`config.mk`:
```
export PLATFORM = sky130hd
export DESIGN_NAME = qpm_front
export DESIGN_NICKNAME = d
export VERILOG_FILES = /design/src/rtl/qpm_pkg.sv /design/src/rtl/qpm_front.sv
export SDC_FILE = /design/constraint.sdc
export NUM_CORES = 2
export LEC_CHECK = 0
export BUFFER_PORTS_ARGS = -buffer_cell sky130_fd_sc_hd__buf_2
export CAP_MARGIN = 30
export CORE_ASPECT_RATIO = 0.8
export CORE_MARGIN = 10
export CORE_UTILIZATION = 25
export DETAILED_ROUTE_END_ITERATION = 10
export PLACE_DENSITY = 0.49
export SYNTH_ARGS = -nofsm -noshare
export SYNTH_HDL_FRONTEND = slang
export SYNTH_SLANG_ARGS = --single-unit
```
`constraint.sdc`:
```
create_clock -name clk_i -period 8.08 [get_ports clk_i]
set_input_delay 0.808 -clock clk_i [delete_from_list [all_inputs] [get_ports clk_i]]
set_output_delay 0.808 -clock clk_i [all_outputs]
set_load 0.05 [all_outputs]
```
`src/rtl/qpm_pkg.sv`:
```
`default_nettype none

package qpm_pkg;

  // Sizes
  localparam int MAX_POINTS    = 1024;
  localparam int IDX_BITS      = $clog2(MAX_POINTS);
  localparam int NP_BITS       = IDX_BITS + 1;
  localparam int SAMPLE_BITS   = 16;
  localparam int CORDIC_STAGES = 16;
  localparam int GUARD_BITS    = 15;
  localparam int PHASE_BITS    = 32;

  // Centred index d = 2*index - num_points and its square
  localparam int DW  = NP_BITS + 1;
  localparam int SQW = 2 * NP_BITS;

  // CORDIC gain 0.60725293500888 in Q0.31, applied before the rotation
  localparam int GAIN_BITS = 31;
  localparam logic [GAIN_BITS-1:0] GAIN_Q31 = 31'd1304065748;
  localparam int PRE_SHIFT = 16;
  localparam int PROD_BITS = SAMPLE_BITS + GAIN_BITS + 1;

  // Datapath width of the rotator, with headroom for CORDIC growth
  localparam int XW = SAMPLE_BITS + GUARD_BITS + 3;

  // Pipeline depth: three front stages, the CORDIC stages, one output stage
  localparam int LATENCY = CORDIC_STAGES + 4;

  // Configuration port
  localparam int CFG_IDX_BITS  = 2;
  localparam int CFG_DATA_BITS = 32;
  localparam logic [CFG_IDX_BITS-1:0] CFG_NUM_POINTS  = 2'd0;
  localparam logic [CFG_IDX_BITS-1:0] CFG_CHIRP_COEFF = 2'd1;

  // atan(2^-k) in units of 2^-32 turn
  localparam logic [PHASE_BITS-1:0] ATAN_TURNS [32] = '{
    32'd536870912, 32'd316933406, 32'd167458907, 32'd85004756,
    32'd42667331,  32'd21354465,  32'd10679838,  32'd5340245,
    32'd2670163,   32'd1335087,   32'd667544,    32'd333772,
    32'd166886,    32'd83443,     32'd41722,     32'd20861,
    32'd10430,     32'd5215,      32'd2608,      32'd1304,
    32'd652,       32'd326,       32'd163,       32'd81,
    32'd41,        32'd20,        32'd10,        32'd5,
    32'd3,         32'd1,         32'd1,         32'd0
  };

  // One item inside the rotator: vector and residual angle
  typedef struct packed {
    logic signed [XW-1:0]         x;
    logic signed [XW-1:0]         y;
    logic signed [PHASE_BITS-1:0] r;
  } qpm_rot_t;

endpackage

`default_nettype wire

```
`src/rtl/qpm_front.sv`:
```
`default_nettype none

module qpm_front (
  input  logic                                   clk_i,
  input  logic                                   rst_ni,
  input  logic                                   in_valid_i,
  input  logic signed [qpm_pkg::SAMPLE_BITS-1:0] sample_re_i,
  input  logic signed [qpm_pkg::SAMPLE_BITS-1:0] sample_im_i,
  input  logic        [qpm_pkg::IDX_BITS-1:0]    sample_index_i,
  input  logic        [qpm_pkg::NP_BITS-1:0]     num_points_i,
  input  logic        [qpm_pkg::PHASE_BITS-1:0]  chirp_coeff_i,
  output logic                                   rot_valid_o,
  output qpm_pkg::qpm_rot_t                      rot_o
);
  import qpm_pkg::*;

  localparam logic [1:0] QUAD_0   = 2'd0;
  localparam logic [1:0] QUAD_90  = 2'd1;
  localparam logic [1:0] QUAD_180 = 2'd2;
  localparam logic [1:0] QUAD_270 = 2'd3;
  localparam logic [PHASE_BITS-1:0] HALF_QUAD = PHASE_BITS'(1) << (PHASE_BITS - 3);

  // Stage A: centred index squared, gain pre-scale products
  logic signed [DW-1:0]        d;
  logic signed [2*DW-1:0]      d_sq;
  logic                        v_a_q;
  logic        [SQW-1:0]       sq_a_q;
  logic signed [PROD_BITS-1:0] pre_re_a_q, pre_im_a_q;

  assign d    = $signed({1'b0, sample_index_i, 1'b0}) - $signed({1'b0, num_points_i});
  assign d_sq = d * d;

  // Stage B: phase word, pre-scaled vector
  logic [PHASE_BITS+1:0]  ph_prod;
  logic                   v_b_q;
  logic [PHASE_BITS-1:0]  ph_b_q;
  logic signed [XW-1:0]   x_b_q, y_b_q;

  assign ph_prod = (PHASE_BITS+2)'(chirp_coeff_i) * (PHASE_BITS+2)'(sq_a_q);

  // Stage C: whole-quadrant turn and residual angle
  logic [PHASE_BITS-1:0] ph_adj;
  logic [1:0]            quad;
  logic                  v_c_q;
  qpm_rot_t              rot_c_d, rot_c_q;

  assign ph_adj = ph_b_q + HALF_QUAD;
  assign quad   = ph_adj[PHASE_BITS-1 -: 2];

  always_comb begin
    rot_c_d.r = $signed(ph_b_q - {quad, {(PHASE_BITS-2){1'b0}}});
    case (quad)
      QUAD_0: begin
        rot_c_d.x = x_b_q;
        rot_c_d.y = y_b_q;
      end
      QUAD_90: begin
        rot_c_d.x = -y_b_q;
        rot_c_d.y = x_b_q;
      end
      QUAD_180: begin
        rot_c_d.x = -x_b_q;
        rot_c_d.y = -y_b_q;
      end
      QUAD_270: begin
        rot_c_d.x = y_b_q;
        rot_c_d.y = -x_b_q;
      end
      default: begin
        rot_c_d.x = x_b_q;
        rot_c_d.y = y_b_q;
      end
    endcase
  end

  // Valid bits
  always_ff @(posedge clk_i or negedge rst_ni) begin
    if (!rst_ni) begin
      v_a_q <= 1'b0;
      v_b_q <= 1'b0;
      v_c_q <= 1'b0;
    end else begin
      v_a_q <= in_valid_i;
      v_b_q <= v_a_q;
      v_c_q <= v_b_q;
    end
  end

  // Payload
  always_ff @(posedge clk_i) begin
    sq_a_q     <= d_sq[SQW-1:0];
    pre_re_a_q <= sample_re_i * $signed({1'b0, GAIN_Q31});
    pre_im_a_q <= sample_im_i * $signed({1'b0, GAIN_Q31});
    ph_b_q     <= ph_prod[PHASE_BITS+1:2];
    x_b_q      <= XW'($signed(pre_re_a_q[PROD_BITS-1:PRE_SHIFT]));
    y_b_q      <= XW'($signed(pre_im_a_q[PROD_BITS-1:PRE_SHIFT]));
    rot_c_q    <= rot_c_d;
  end

  assign rot_valid_o = v_c_q;
  assign rot_o       = rot_c_q;

endmodule

`default_nettype wire

```
==> reports/metrics.json <==
{
  "outcome": "completed",
  "detailedRoute.firstIterationViolations": 1656,
  "fp.dieH_um": 390.5,
  "cts_buffer_count": 38,
  "max_slew.worst_pin.slew_ns": 1.032,
  "post-dp-hpwl_um": 104400,
  "detail_route.wl_per_cell_um": 17.59,
  "arrival_ns": 8.01,
  "fmax_achieved_mhz": 133.0,
  "layout.nets": 6080,
  "initial_core_util_pct": 25.24,
  "globalplace.congestion": 0.8625,
  "edff_count_synth": 0,
  "synthesis.nets": 5926,
  "final_layout_size_suffix_gt1_share_pct": 7.608,
  "syn_inst": 4482,
  "postCtsHoldBufs": 1,
  "period_minus_slack_ns": 7.518,
  "worst_setup_hold_path_clk_slew_ns": 0.07,
  "ys_dominant_reg_cell": "dfxtp_1",
  "seq_area_mm2": 0.005702,
  "number_of_buffers_added_for_setup_after_cts": 0,
  "yosysTopAreaCellShare_pct": 39.54,
  "cts.path.max_buffers": 3,
  "fill_cells": 18090,
  "yosysSeqAreaShare_pct": 13.29,
  "grt_max_degree": 121,
  "timing.critical_path.from_type": "flop",
  "global_route.overflow_total": 0,
  "critical_path.endpoint_type": "flop",
  "critPathKind": "flop to flop",
  "setup-violations-final": 0,
  "std_cell_rows": 135,
  "area_delta_synth_final_pct": 12.04,
  "yosysMostFrequentCell": "inv_1",
  "critical_path_peak_fanout": 14,
  "synthArstFlopShare_pct": 1.056,
  "grt.total_usage_pct": 13.11,
  "synth.cell_area_mm2": 0.04289,
  "rsz0062_at_grt": "false",
  "via_count": 29110,
  "worst_ep_required_time_ns": 8.57,
  "drt.antenna.violating_nets": 0,
  "h-tree-depth": 2,
  "die_area_mm2": 0.1886,
  "grt_pass1_wl_um": 192300,
  "area_taken_by_multi_input_logic_gates_mm2": 0.03242,
  "synth.area.top_cells": "fa_1 (40%), ha_1 (15%), dfxtp_1 (13%)",
  "buffer_ports.inserted": 188,
  "synth.distinct_cells": 80,
  "initial_antenna_violation_count": 10,
  "finalCritPeriodShare_pct": 93.05,
  "clk_root_buffer_cell": "clkbuf_16",
  "cts_tree": "yes",
  "finalSetupTns_ns": 0,
  "yosysWarningCount": 0,
  "grt_pass1_vias": 32150,
  "report.final.slew_viol_count": 0,
  "core_area_mm2": 0.1699,
  "cts_sinks": 284,
  "post-route-drc-count": 0,
  "post_drt_via_cell_ratio": 4.203,
  "drv.max_cap_violation_count": 0,
  "worst_skew_pair.late_latency_ns": 0.63,
  "die_w_um": 483.1,
  "cts_resized": 0,
  "io_pins": 189,
  "flops_latches_synth": 284,
  "synth.cells.most_frequent": "inv_1 (1152), fa_1 (847), ha_1 (509)",
  "hold_viol_final": 0,
  "relSlewSlack_pct": 31.18,
  "timing.hold.worst.class": "input pin to flop",
  "fin_worst_skew_ns": 0.02179,
  "wl_um": 121800,
  "synth_largest_area_cell": "fa_1",
  "avgSynthCellArea_um2": 9.569,
  "drt_pass1_iterations": 7
}
-- worst paths after layout --
check / from / slack (ns) / endpoint / cells past startpoint
worst max register to register: sq_a_q[9] / 0.56 / ph_b_q[31] / 25
worst min-delay path: in_valid_i / 0.30 / v_a_q / 1
max in group asynchronous: rst_ni / 7.46 / rot_valid_o / 2
min in group asynchronous: rst_ni / 0.49 / v_b_q / 2
worst max-delay path: sq_a_q[9] / 0.56 / ph_b_q[31] / 25
worst min register to register: pre_im_a_q[46] / 0.32 / y_b_q[30] / 0
-- critical path, cell delays in order, from the launching register on --
cell and delay, ns:
dfxtp_1 0.92, nand2_1 0.18, fa_1 0.53, inv_1 0.06, fa_1 0.44, fa_1 0.55, inv_1 0.06, fa_1 0.52
inv_1 0.05, fa_1 0.45, fa_1 0.49, inv_1 0.05, fa_1 0.47, inv_1 0.04, ha_1 0.37, a211oi_1 0.29
o21bai_1 0.14, a211oi_1 0.33, o21ai_0 0.20, a31oi_1 0.24, a31oi_1 0.11, buf_4 0.20, o41ai_2 0.30, o21bai_1 0.11
a21oi_1 0.19, xnor2_1 0.08
-- through the flow --
step / worst slack (ns) / std cells / hold WS [ns] / area, um^2 / utilization [%]
3_5_place_dp: 0.3242 / 6853 / 0.3121 / 46610 / 27.43
5_1_grt: 0.2798 / 6927 / 0.2690 / 48050 / 28.28
2_1_floorplan: 0.6608 / 4482 / 0.3096 / 42890 / -
3_3_place_gp: 0.3244 / 6852 / 0.3099 / 46590 / 27.42
6_report: 0.5615 / 6927 / 0.2979 / 48050 / 28.28
4_1_cts: 0.6339 / 6924 / 0.2518 / 48000 / 28.25
-- metal layers --
metal,vias to the layer above,wire (um),global-route usage (%)
met3,134,7668,2.741
li1,13690,-,-
met1,14570,57880,18.46
met5,-,0,0
met2,713,52750,20.33
met4,0,3537,3.505
-- sequential cells by signal, summed over array words and instances, names as in the netlist --
signal	flops
rot_o	100
ph_b_q	32
pre_im_a_q	32
pre_re_a_q	32
x_b_q	32
y_b_q	32
sq_a_q	21
rot_valid_o	1
v_a_q	1
v_b_q	1
-- final cells by class --
class                           count  area share [%]
Tap cell                         2260           5.885
Multi-Input combinational cell   2917           67.46
Clock buffer                       48           2.245
Timing Repair Buffer              238           2.870
Antenna cell                        1        0.005208
Inverter                         1157           9.038
Clock inverter                     22          0.6276
Sequential cell                   284           11.87
-- cell usage in the layout (no fill, tap or decap), types with 8 or more instances in the layout --
cell / n
xor2_1: 76
dfxtp_1: 280
a211oi_1: 11
fa_1: 847
o21ai_1: 12
nand3_1: 18
clkbuf_16: 38
inv_1: 1152
o21ai_0: 73
clkbuf_8: 9
ha_1: 508
o21bai_1: 16
a31oi_1: 12
and3_1: 8
buf_4: 45
xnor2_1: 174
o21a_1: 18
o31ai_1: 9
nor2_1: 166
nand2_1: 432
nor3_1: 34
nand2b_1: 11
a21o_1: 46
nand4_1: 18
buf_2: 188
nor2b_1: 9
and2_1: 186
a21oi_1: 127
-- cell families after synthesis --
family | after synthesis | share of synthesized area, %
AND/OR/NAND/NOR | 930 | 10.09
multiplexers | 8 | 0.2509
buffers and inverters | 1281 | 11.21
other | 1 | 0.008744
adder cells (fa/ha/maj) | 1356 | 54.39
XOR/XNOR | 252 | 5.146
flip-flops | 284 | 13.29
AO/OA/AOI/OAI | 370 | 5.613
Power is not shown: default switching activity piles up to over one toggle a cycle in this logic, so the estimate is an artifact.
