==> config.mk <==
export PLATFORM = sky130hd
export DESIGN_NAME = qpm_finish
export DESIGN_NICKNAME = d
export VERILOG_FILES = /design/src/rtl/qpm_pkg.sv /design/src/rtl/qpm_finish.sv
export SDC_FILE = /design/constraint.sdc
export NUM_CORES = 1
export LEC_CHECK = 0
export ABC_AREA = 1
export ABC_CLOCK_PERIOD_IN_PS = 800
export BUFFER_PORTS_ARGS = -buffer_cell sky130_fd_sc_hd__buf_2
export CORE_MARGIN = 1.5
export CORE_UTILIZATION = 35
export CTS_BUF_LIST = sky130_fd_sc_hd__clkbuf_4 sky130_fd_sc_hd__clkbuf_8
export DETAILED_ROUTE_END_ITERATION = 7
export GPL_ROUTABILITY_DRIVEN = 0
export HOLD_SLACK_MARGIN = 0.15
export PLACE_DENSITY = 0.73
export SYNTH_ARGS = -nofsm -noshare
export SYNTH_HDL_FRONTEND = slang
export SYNTH_SLANG_ARGS = --single-unit
==> constraint.sdc <==
create_clock -name clk_i -period 0.8 [get_ports clk_i]
set_input_delay 0.08 -clock clk_i [delete_from_list [all_inputs] [get_ports clk_i]]
set_output_delay 0.08 -clock clk_i [all_outputs]
set_load 0.05 [all_outputs]
==> src/rtl/qpm_pkg.sv <==
`default_nettype none

package qpm_pkg;

  // Sizes
  localparam int MAX_POINTS    = 1024;
  localparam int IDX_BITS      = $clog2(MAX_POINTS);
  localparam int NP_BITS       = IDX_BITS + 1;
  localparam int SAMPLE_BITS   = 16;
  localparam int CORDIC_STAGES = 16;
  localparam int GUARD_BITS    = 15;
  localparam int PHASE_BITS    = 32;

  // Centred index d = 2*index - num_points and its square
  localparam int DW  = NP_BITS + 1;
  localparam int SQW = 2 * NP_BITS;

  // CORDIC gain 0.60725293500888 in Q0.31, applied before the rotation
  localparam int GAIN_BITS = 31;
  localparam logic [GAIN_BITS-1:0] GAIN_Q31 = 31'd1304065748;
  localparam int PRE_SHIFT = 16;
  localparam int PROD_BITS = SAMPLE_BITS + GAIN_BITS + 1;

  // Datapath width of the rotator, with headroom for CORDIC growth
  localparam int XW = SAMPLE_BITS + GUARD_BITS + 3;

  // Pipeline depth: three front stages, the CORDIC stages, one output stage
  localparam int LATENCY = CORDIC_STAGES + 4;

  // Configuration port
  localparam int CFG_IDX_BITS  = 2;
  localparam int CFG_DATA_BITS = 32;
  localparam logic [CFG_IDX_BITS-1:0] CFG_NUM_POINTS  = 2'd0;
  localparam logic [CFG_IDX_BITS-1:0] CFG_CHIRP_COEFF = 2'd1;

  // atan(2^-k) in units of 2^-32 turn
  localparam logic [PHASE_BITS-1:0] ATAN_TURNS [32] = '{
    32'd536870912, 32'd316933406, 32'd167458907, 32'd85004756,
    32'd42667331,  32'd21354465,  32'd10679838,  32'd5340245,
    32'd2670163,   32'd1335087,   32'd667544,    32'd333772,
    32'd166886,    32'd83443,     32'd41722,     32'd20861,
    32'd10430,     32'd5215,      32'd2608,      32'd1304,
    32'd652,       32'd326,       32'd163,       32'd81,
    32'd41,        32'd20,        32'd10,        32'd5,
    32'd3,         32'd1,         32'd1,         32'd0
  };

  // One item inside the rotator: vector and residual angle
  typedef struct packed {
    logic signed [XW-1:0]         x;
    logic signed [XW-1:0]         y;
    logic signed [PHASE_BITS-1:0] r;
  } qpm_rot_t;

endpackage

`default_nettype wire

==> src/rtl/qpm_finish.sv <==
`default_nettype none

module qpm_finish (
  input  logic                                   clk_i,
  input  logic                                   rst_ni,
  input  logic                                   rot_valid_i,
  input  qpm_pkg::qpm_rot_t                      rot_i,
  output logic                                   out_valid_o,
  output logic signed [qpm_pkg::SAMPLE_BITS-1:0] out_re_o,
  output logic signed [qpm_pkg::SAMPLE_BITS-1:0] out_im_o
);
  import qpm_pkg::*;

  localparam logic signed [XW:0] ROUND_HALF = (XW+1)'(1) << (GUARD_BITS - 1);
  localparam logic signed [XW:0] SAT_HI     = (XW+1)'((2 ** (SAMPLE_BITS - 1)) - 1);
  localparam logic signed [XW:0] SAT_LO     = ~SAT_HI;

  // Round half up, drop guard bits, clamp to the sample range
  function automatic logic [SAMPLE_BITS-1:0] round_sat(input logic signed [XW-1:0] v);
    logic signed [XW:0] rnd;
    logic signed [XW:0] sh;
    rnd = (XW+1)'(v) + ROUND_HALF;
    sh  = rnd >>> GUARD_BITS;
    if (sh > SAT_HI) begin
      round_sat = SAT_HI[SAMPLE_BITS-1:0];
    end else if (sh < SAT_LO) begin
      round_sat = SAT_LO[SAMPLE_BITS-1:0];
    end else begin
      round_sat = sh[SAMPLE_BITS-1:0];
    end
  endfunction

  logic                   v_q;
  logic [SAMPLE_BITS-1:0] re_q, im_q;

  always_ff @(posedge clk_i or negedge rst_ni) begin
    if (!rst_ni) begin
      v_q <= 1'b0;
    end else begin
      v_q <= rot_valid_i;
    end
  end

  always_ff @(posedge clk_i) begin
    re_q <= round_sat(rot_i.x);
    im_q <= round_sat(rot_i.y);
  end

  // The residual angle is spent once the vector leaves the rotator
  logic unused_r;
  assign unused_r = ^rot_i.r;

  assign out_valid_o = v_q;
  assign out_re_o    = $signed(re_q);
  assign out_im_o    = $signed(im_q);

endmodule

`default_nettype wire

==> results of run 1 <==
## flip-flops by register name (all words and copies together) (netlist names)
register / cells
out_im_o: 16
out_re_o: 16
out_valid_o: 1
## layout make-up
cell class | count | area (µm²)
Tap cell | 75 | 93.84
Multi-Input combinational cell | 219 | 1453
Fill cell | 446 | 2007
Clock inverter | 2 | 10.01
Timing Repair Buffer | 155 | 1381
Clock buffer | 6 | 76.32
Sequential cell | 33 | 705.7
Inverter | 33 | 123.9
## worst max-delay path by stage
| stage | from | to | depth (start not counted) |
|---|---|---|---|
| 3_3_place_gp | rot_i[46] | out_im_o[1] | 13 |
| 5_1_grt | rot_i[82] | out_re_o[1] | 12 |
| 4_1_cts | rot_i[80] | out_re_o[13] | 13 |
| 2_1_floorplan | rot_i[46] | out_im_o[10] | 13 |
| 3_5_place_dp | rot_i[46] | out_im_o[14] | 13 |
| 6_report | rot_i[82] | out_re_o[1] | 12 |
## critical path: cells and delay by family
kind            cells  cell delay, ps
compound gates      1             190
buf+inv             2             320
simple gates        9             880
## cells by family after synthesis
| kind of cell | after synthesis | synth area share |
|---|---|---|
| adder cells (fa/ha/maj) | 2 | 0.01190 |
| AO/OA/AOI/OAI | 11 | 0.04464 |
| AND/OR/NAND/NOR | 177 | 0.4280 |
| flip-flops | 33 | 0.3167 |
| XOR/XNOR | 28 | 0.1167 |
| buffers and inverters | 37 | 0.08214 |
## power by group through the flow
stage	clock (W)	sequential (W)	combinational, W
2_1_floorplan	0	0.00232	0.000477
4_1_cts	0.00126	0.00187	0.00179
3_3_place_gp	0	0.00185	0.00151
6_report	0.00126	0.00190	0.00194
5_1_grt	0.00135	0.00190	0.00205
3_5_place_dp	0	0.00185	0.00153
## cells in the mapped netlist
cell type	instances	share of area
nor2_8	1	0.0095
nor2_1	20	0.036
a21o_2	1	0.0042
ha_1	2	0.012
buf_6	1	0.0054
inv_1	32	0.057
nor3_1	3	0.0071
nand3_4	3	0.025
inv_2	1	0.0018
xor2_1	12	0.050
nand2_4	2	0.011
a31oi_1	1	0.0030
o21ai_1	3	0.0071
nand2_1	92	0.16
nand2_2	27	0.080
nor2_4	7	0.038
dfrtp_1	1	0.012
nand4_1	2	0.0060
o21ai_0	3	0.0071
o21ai_4	3	0.023
xnor2_1	16	0.067
nand3_1	13	0.031
dfxtp_1	32	0.30
buf_8	2	0.014
nor2_2	7	0.021
buf_4	1	0.0036
## placed cells by master, fill, tap and decap left out, drive strengths merged
master       instances
ha                   2
dfrtp                1
xor2                12
nand4                2
nor2                35
a31oi                1
nand3               16
dfxtp               32
dlygate4sd3          3
inv                 33
xnor2               16
nor3                 3
clkinv               2
nand2              121
buf                151
a21o                 1
o21ai               10
clkbuf               7
## timing repair
action | 4_1_cts | 5_1_grt
cloned | 1 | 1
resized for setup | 128 | 47
pin swaps | 17 | 13
buffers inserted | 10 | 3
endpoints found under the hold margin | 4 | 1
endpoints found under the setup margin | 65 | 65
## stage by stage
| stage | hold slack (ps) | worst slack, ps | area [µm²] | TNS (ps) |
|---|---|---|---|---|
| 6_report | 102.3 | -462.9 | 3844 | -13210 |
| 4_1_cts | 128.0 | -367.5 | 3656 | -11600 |
| 3_3_place_gp | -145.7 | -701.3 | 3103 | -20910 |
| 2_1_floorplan | -215.6 | -565.1 | 2166 | -15180 |
| 3_5_place_dp | -144.6 | -764.2 | 3103 | -22700 |
| 5_1_grt | 111.5 | -562.0 | 3844 | -16530 |
## per-layer routing
| layer | GRT usage | part of all wire | vias to the layer above |
|---|---|---|---|
| met5 | 0 | 0 | - |
| met4 | 0.07931 | 0.019 | 0 |
| met3 | 0.02273 | 0.040 | 12 |
| met2 | 0.3689 | 0.54 | 59 |
| met1 | 0.2220 | 0.41 | 1083 |
| li1 | - | - | 1192 |
==> run metrics, run 1 <==
Cells after Synth 288; most used cell, CP nand2_1; yosys warns 0; fin. max-slew vios 0; wire length of the first global-routing pass between 9000 and 10000 µm; Hold Path Sink out_re_o[0]; grt total ovfl 0; Placement Rows 28; H-tree depth 2; slowest cell delay on critical path 200 ps; syn_nets ~390; Iter 0 DRT Violations 63; P per Cell Area ~1300 mW/mm²; minimum clock period approximately 1300 ps; Final HPWL DP 4439 µm; CP Launch Type input port; failing checks negative setup slack; clock root buffer clkbuf_8; Vias/cell between 4 and 5; Final setup violation count 65; setup ws final -462.9 ps; Reg clk slew, reported paths around 70 ps; CP Max Fanout 7; DRC viols 0; Post-CTS Hold Fix Bufs 3; Max VDD drop 0.001379 V; Die X between 80 and 90 µm; HP Class in -> reg; CTS tree built; Power, Total approximately 0.0051 W; clk buf depth 2; vias in the first global route between 2000 and 2500; sequential power share 0.372; Max-Slew Margin vs Limit 0.7697; drt first pass iters 4; Worst Hold Depth 4; CP max stage cell clkbuf_16; via count between 2000 and 2500; Slew @ Worst Pin 345.0 ps; crit share post-route 1.579; Critical Path RT approximately 1000 ps; ANT nets after route 0; initial antenna violation count 0; Initial Utilization 0.3593; Core Util, Final 0.6570; largest net degree at the start of global routing 16; Crit path arrival time roughly 1500 ps; synthesized cell area between 0.002 and 0.0025 mm²; final WL 6573 µm; Clk pwr share 0.248; clock sink count 33; post-synthesis sequential area ratio 0.3167; Die H between 80 and 90 µm; Crit. End Element flip-flop; Peak Freq 791.8 MHz; DP Cell Count 500; distinct cell type count after synthesis 26; PortBufs 75; CP Class in -> reg; Ports 136; CTS Buf Count 5; unrepaired setup endpoints after global routing true; internal power approximately 0.0033 W; die footprint around 0.0065 mm²; hold path startpoint rot_i[80]; cell leakage power ~1.9 nW; net switching power between 0.0015 and 0.002 W; Nets about 550; GRT Overall Usage 0.1966; core footprint slightly below 0.006 mm²; number of max-cap violations 0; ratio of cells with drive above 1 in the final layout 0.6228; crit-path cells buf_2 > nand2_1 > nor2_4 > nand3_2 > nor2_2 > nand2_1 > nand2_1 > nand2_2 > o21ai_4 > clkbuf_16 > nand2_2 > nand2_1; Antenna Cells 0; outcome complete, but fails checks; Combinational Power Share 0.380; area delta synth->final 82.86%; Syn Area/Cell ~7.3 µm²; drt wl/cell between 10 and 15 µm; Sw Share 0.3502; Seq cells post-synth 33; final cell count without fillers 523; Final Hold Viols 0
Power figures use the tool's default switching activity.
==> run 2, diff against run 1 <==
ABC_AREA = default   (was 1)
PLACE_DENSITY = 0.77   (was 0.73)
==> run 2 against run 1 <==
Net effect: the run still ends with negative setup slack left; sequential share of layout area about the same; total power up 12%; final cell count down 19%; synthesized area down 17%; critical path depth down 3; worst setup slack worse by 190 ps; combinational power up 8%; highest routed layer unchanged.
==> run metrics, run 2 <==
crit share post-route 1.820; top cells by count, synth 32 x dfxtp_1, 19 x o21ai_0, 15 x xnor2_1; Final Hold Viols 0; net switching power 0.001891 W; unrepaired setup endpoints after global routing true; clk buf depth 2; failing checks negative setup slack; GRT Overall Usage 0.2777; Nets between 400 and 500; fin. max-slew vios 0; CP Max Fanout 8; Post-Synth XOR/XNOR Area 0.1301; Final setup violation count 64; initial antenna violation count 0; commonest non-fill, non-tap cells in the layout 73 x buf_4, 32 x buf_8, 32 x dfxtp_2; area delta synth->final 119.2%; drt first pass iters 4; ratio of cells with drive above 1 in the final layout 0.7242; Cells after Synth 196; largest family of logic cells by synthesized area simple AND/OR/NAND/NOR gates; minimum clock period ~1500 ps; Yosys top cell area share 0.3660; clock sink count 33; Synth async-reset ratio 0.03030; Post-Synth Simple-Gate Area 0.2237; Final HPWL DP 4250 µm; area leader, netlist dfxtp_1; cell leakage power between 1.5 and 2 nW; CTS Buf Count 5; distinct cell type count after synthesis 46; DRC viols 0; Max VDD drop between 0.0008 and 0.0009 V; Post-CTS Hold Fix Bufs 3; Core Util, Final 0.8016; Crit path arrival time about 1600 ps; Die X 73.72 µm; synthesized cell area approximately 0.0018 mm²; grt total ovfl 0; via count between 2000 and 2500; fillers between 200 and 300; Post-synth EDFFs 0; Initial Utilization 0.3658; Critical Path RT just under 1000 ps; Combinational Power Share 0.368; outcome complete, but fails checks; setup ws final -656.3 ps; commonest non-fill, non-tap cell in the layout buf_4; largest net degree at the start of global routing 11; Slew @ Worst Pin 366.4 ps; drt wl/cell between 15 and 20 µm; Sw Share 0.3302; CTS tree built; HP Class in -> reg; vias in the first global route around 2300; most used flip-flop cell after synthesis dfxtp_1; CP Launch Type input port; P per Cell Area between 1000 and 1500 mW/mm²; Syn Area/Cell between 8 and 9 µm²; clock root buffer clkbuf_8; pre-CTS setup slack -992.4 ps; ANT nets after route 0; most common cell in the netlist dfxtp_1; internal power 0.003836 W; Seq cells post-synth 33; number of max-cap violations 0; H-tree depth 2; Placement Rows 25; syn_nets between 300 and 400; Ports roughly 140; post-synthesis sequential area ratio 0.3803; area share of fa/ha/maj cells after synthesis 0.01430; Peak Freq around 690 MHz; Compound-Gate Fraction of Synth Area 0.2087; Crit. End Element flip-flop; Clk pwr share 0.297; Die H 73.72 µm; mux cell area share after synthesis 0; sequential power share 0.336; yosys warns 0; CP Class in -> reg; Vias/cell roughly 5.4; Antenna Cells 0; final WL ~8000 µm; PortBufs 75; die footprint 0.005435 mm²; Reg clk slew, reported paths 80 ps; wire length of the first global-routing pass around 11000 µm; top post-synthesis cells by area dfxtp_1 37%, xnor2_1 7.5%, xor2_1 5.5%, o21ai_0 5.4%, o21ai_2 4.0%; Iter 0 DRT Violations 134; Max-Slew Margin vs Limit 0.7535; core footprint between 0.004 and 0.005 mm²
-- run 2: changes by cell type in the layout (fill, tap and decap cells not counted), sizes merged, moves of 5 or more --
| cell | delta |
|---|---|
| nand2 | -109 |
| buf | +6 |
| nor2 | -23 |
| and3 | +8 |
| inv | -24 |
| o21ai | +18 |
| nor4 | +5 |
-- run 2: layer usage --
metal  track usage  vias up  share of wire
met1        0.2838     1121           0.34
met4        0.1420        0          0.054
met2        0.5255      106           0.55
li1              -     1045              -
met3       0.05624       40          0.052
met5             0        -              0
-- run 2: what timing repair did --
item,4_1_cts,5_1_grt
gates resized for setup,179,35
cloned,1,0
buffers inserted,2,6
pin swaps,20,19
setup endpoints to repair,65,64
hold endpoints to repair,5,2
-- run 2: layout make-up --
cell class,count,area [µm²],area share
Timing Repair Buffer,160,1508,0.3930
Multi-Input combinational cell,149,1383,0.3604
Sequential cell,33,705.7,0.1840
Clock buffer,7,90.09,0.02348
Tap cell,67,83.83,0.02185
Inverter,9,36.28,0.009459
Clock inverter,1,30.03,0.007828
-- run 2: final timing paths --
path                           start      endpoint  slack (ps)  cells after the start
max                        rot_i[92]  out_re_o[14]        -660                      9
min                        rot_i[64]  out_im_o[15]         110                      3
max in group asynchronous     rst_ni   out_valid_o          90                      3
min in group asynchronous     rst_ni   out_valid_o         610                      3
-- run 2: logic make-up (layout without fill, tap and decap cells) --
family / Yosys count / after routing
and+or+nand+nor: 67 / 67
DFF: 33 / 33
AOI/OAI and AO/OA: 53 / 54
xor gates and xnor gates: 26 / 26
buffers and inverters: 15 / 177
adders and majority gates: 2 / 2
-- run 2: power by group through the flow --
stage / clock network, W / logic, W / registers, W
finish: 0.00170 / 0.00210 / 0.00192
global route: 0.00177 / 0.00219 / 0.00193
CTS: 0.00169 / 0.00189 / 0.00191
detailed placement: 0 / 0.00151 / 0.00186
global placement: 0 / 0.00147 / 0.00186
floorplan: 0 / 0.000356 / 0.00238
-- run 2: critical path, stage by stage --
cell	delay (ps)
buf_2	90
and4_4	270
and3_4	200
and3_4	220
o211ai_1	100
a211oi_2	240
buf_4	170
buf_4	160
o21ai_1	80
-- run 2: per-stage QoR --
step	hold WS, ps	instance area, µm²	setup TNS [ps]	total power [W]	std cells
after floorplan	-215.6	1866	-21360	0.002735	196
after global placement	-144.1	2854	-27160	0.003337	407
after detailed placement	-141.1	2854	-28440	0.003371	407
after CTS	97.09	3617	-17210	0.005487	421
after global routing	113.2	3836	-21950	0.005894	426
final	109.1	3836	-19520	0.005727	426
==> run 3, diff against run 2 <==
ABC_CLOCK_PERIOD_IN_PS = 1600   (was 800)
CAP_MARGIN = 20   (was default)
CORE_MARGIN = default   (was 1.5)
clock period = 1.6 ns   (was 0.8 ns; I/O delays follow)
==> run 3 against run 2 <==
Net effect: the run now ends clean; sequential power fell by 53%; via count is 16% lower; critical path type unchanged; clock power fell by 59%; largest cell class is now multi-input gates; first-iteration DRC count is 68% lower; final cell count decreased by 5.4%; sequential share of layout area rose by 4.8 points; global-route usage shrank 8.5 points.
==> run metrics, run 3 (synthesized netlist as in run 2, its figures left out) <==
cell leakage power 1.274 nW; hold slack around 180 ps; PortBufs 75; wire length of the first global-routing pass between 7000 and 8000 µm; Critical Path RT ~1800 ps; Initial Utilization 0.3682; Slew @ Worst Pin 314.7 ps; CP Class in -> reg; Peak Freq 654.3 MHz; final WL ~5100 µm; fin. max-slew vios 0; Final setup violation count 0; Vias/cell 4.846; crit-path cells buf_2 > and4_2 > and3_4 > and3_4 > a2111oi_2 > o21a_1 > buf_4 > o21ai_1; Final Hold Viols 0; internal power 0.001528 W; worst setup path end out_re_o[7]; core footprint 0.004755 mm²; crit share post-route 0.9552; clock sink count 33; Sw Share 0.3423; P per Cell Area about 810 mW/mm²; Max-Slew Margin vs Limit 0.7883; Combinational Power Share 0.309; Buf/Inv on CP 2; CP max stage cell a2111oi_2; outcome complete, no violations; drt wl/cell 12.56 µm; ANT nets after route 0; largest net degree at the start of global routing 16; Nets between 400 and 500; delay-heaviest family, CP compound AO/OA/AOI/OAI gates; grt total ovfl 0; Crit path depth 8; Crit. End Element flip-flop; Critical Path Source rot_i[92]; DRC viols 0; ratio of cells with drive above 1 in the final layout 0.5238; Die X between 70 and 80 µm; most used cell, CP and3_4; CTS Buf Count 5; number of max-cap violations 0; CTS tree built; commonest non-fill, non-tap cells in the layout 74 x buf_2, 60 x buf_4, 32 x dfxtp_1; Reg clk slew, reported paths around 70 ps; drt first pass iters 4; HP Class in -> async; clock root buffer clkbuf_8; GRT Overall Usage 0.1926; Iter 0 DRT Violations 43; initial antenna violation count 0; sequential power share 0.393; vias in the first global route roughly 1800; die footprint approximately 0.0053 mm²; Antenna Cells 0; commonest non-fill, non-tap cell in the layout buf_2; net switching power 0.0007954 W; Clk pwr share 0.298; H-tree depth 2; minimum clock period 1528 ps; Placement Rows 25; area delta synth->final 63.90%; CP Max Fanout 8; clk buf depth 2; Final HPWL DP slightly below 4000 µm; setup ws final just over 70 ps; Power, Total around 0.0023 W; via count 1953; CP Launch Type input port; Max VDD drop 0.0003297 V; Ports between 100 and 150; Crit path arrival time 1690 ps; slowest cell delay on critical path around 360 ps; setup_tns 0 ps; Die H just over 70 µm; pre-CTS setup slack -319.4 ps
run 3: cell types whose count changed in the layout (fill, tap and decap cells not counted), moves of 3 or more:
cell and change:
buf_2 +48, buf_8 -32, a31oi_1 +3, nand3_1 +4, dfxtp_1 +32, buf_12 -3
buf_4 -13, dfxtp_2 -32, buf_6 -23, nand3_4 -4, o21ai_2 -6, and4_4 -3
o21ai_0 +7
run 3: stage by stage:
stage	cell area, µm²	util	instances
2_1_floorplan	1824	-	196
3_3_place_gp	2645	0.5563	388
3_5_place_dp	2645	0.5563	388
4_1_cts	2794	0.5876	400
5_1_grt	2869	0.6034	403
6_report	2869	0.6034	403
run 3: worst min-delay path by stage:
stage          startpoint     endpoint  depth (start not counted)
6_report           rst_ni  out_valid_o                          2
3_5_place_dp       rst_ni  out_valid_o                          1
4_1_cts            rst_ni  out_valid_o                          2
5_1_grt            rst_ni  out_valid_o                          2
2_1_floorplan      rst_ni  out_valid_o                          0
3_3_place_gp       rst_ni  out_valid_o                          1
run 3: layout make-up:
| cell class | instances | area, µm² |
|---|---|---|
| Multi-Input combinational cell | 148 | 1124 |
| Clock inverter | 1 | 5.005 |
| Tap cell | 67 | 83.83 |
| Timing Repair Buffer | 138 | 860.8 |
| Sequential cell | 33 | 665.6 |
| Clock buffer | 7 | 96.34 |
| Fill cell | 429 | 1886 |
| Inverter | 9 | 33.78 |
run 3: power groups by stage:
stage          clock network, W  registers [W]  logic, W
2_1_floorplan                 0        0.00119  0.000171
3_3_place_gp                  0       0.000931  0.000683
3_5_place_dp                  0       0.000931  0.000696
4_1_cts                0.000697       0.000913  0.000708
5_1_grt                0.000728       0.000919  0.000765
6_report               0.000693       0.000912  0.000718
run 3: per-layer routing:
metal,global-route usage,vias up,share of wire
met4,0.08061,0,0.021
met3,0.02348,11,0.037
met2,0.3634,55,0.54
li1,-,987,-
met5,0,-,0
met1,0.2168,900,0.40
run 3: timing repair:
action / CTS / global route
gates resized for setup: 2 / 12
setup endpoints to repair: 12 / 24
hold endpoints to repair: 4 / 0
buffers inserted: 0 / 4
pin swaps: 1 / 8
hold buffers: 4 / 0
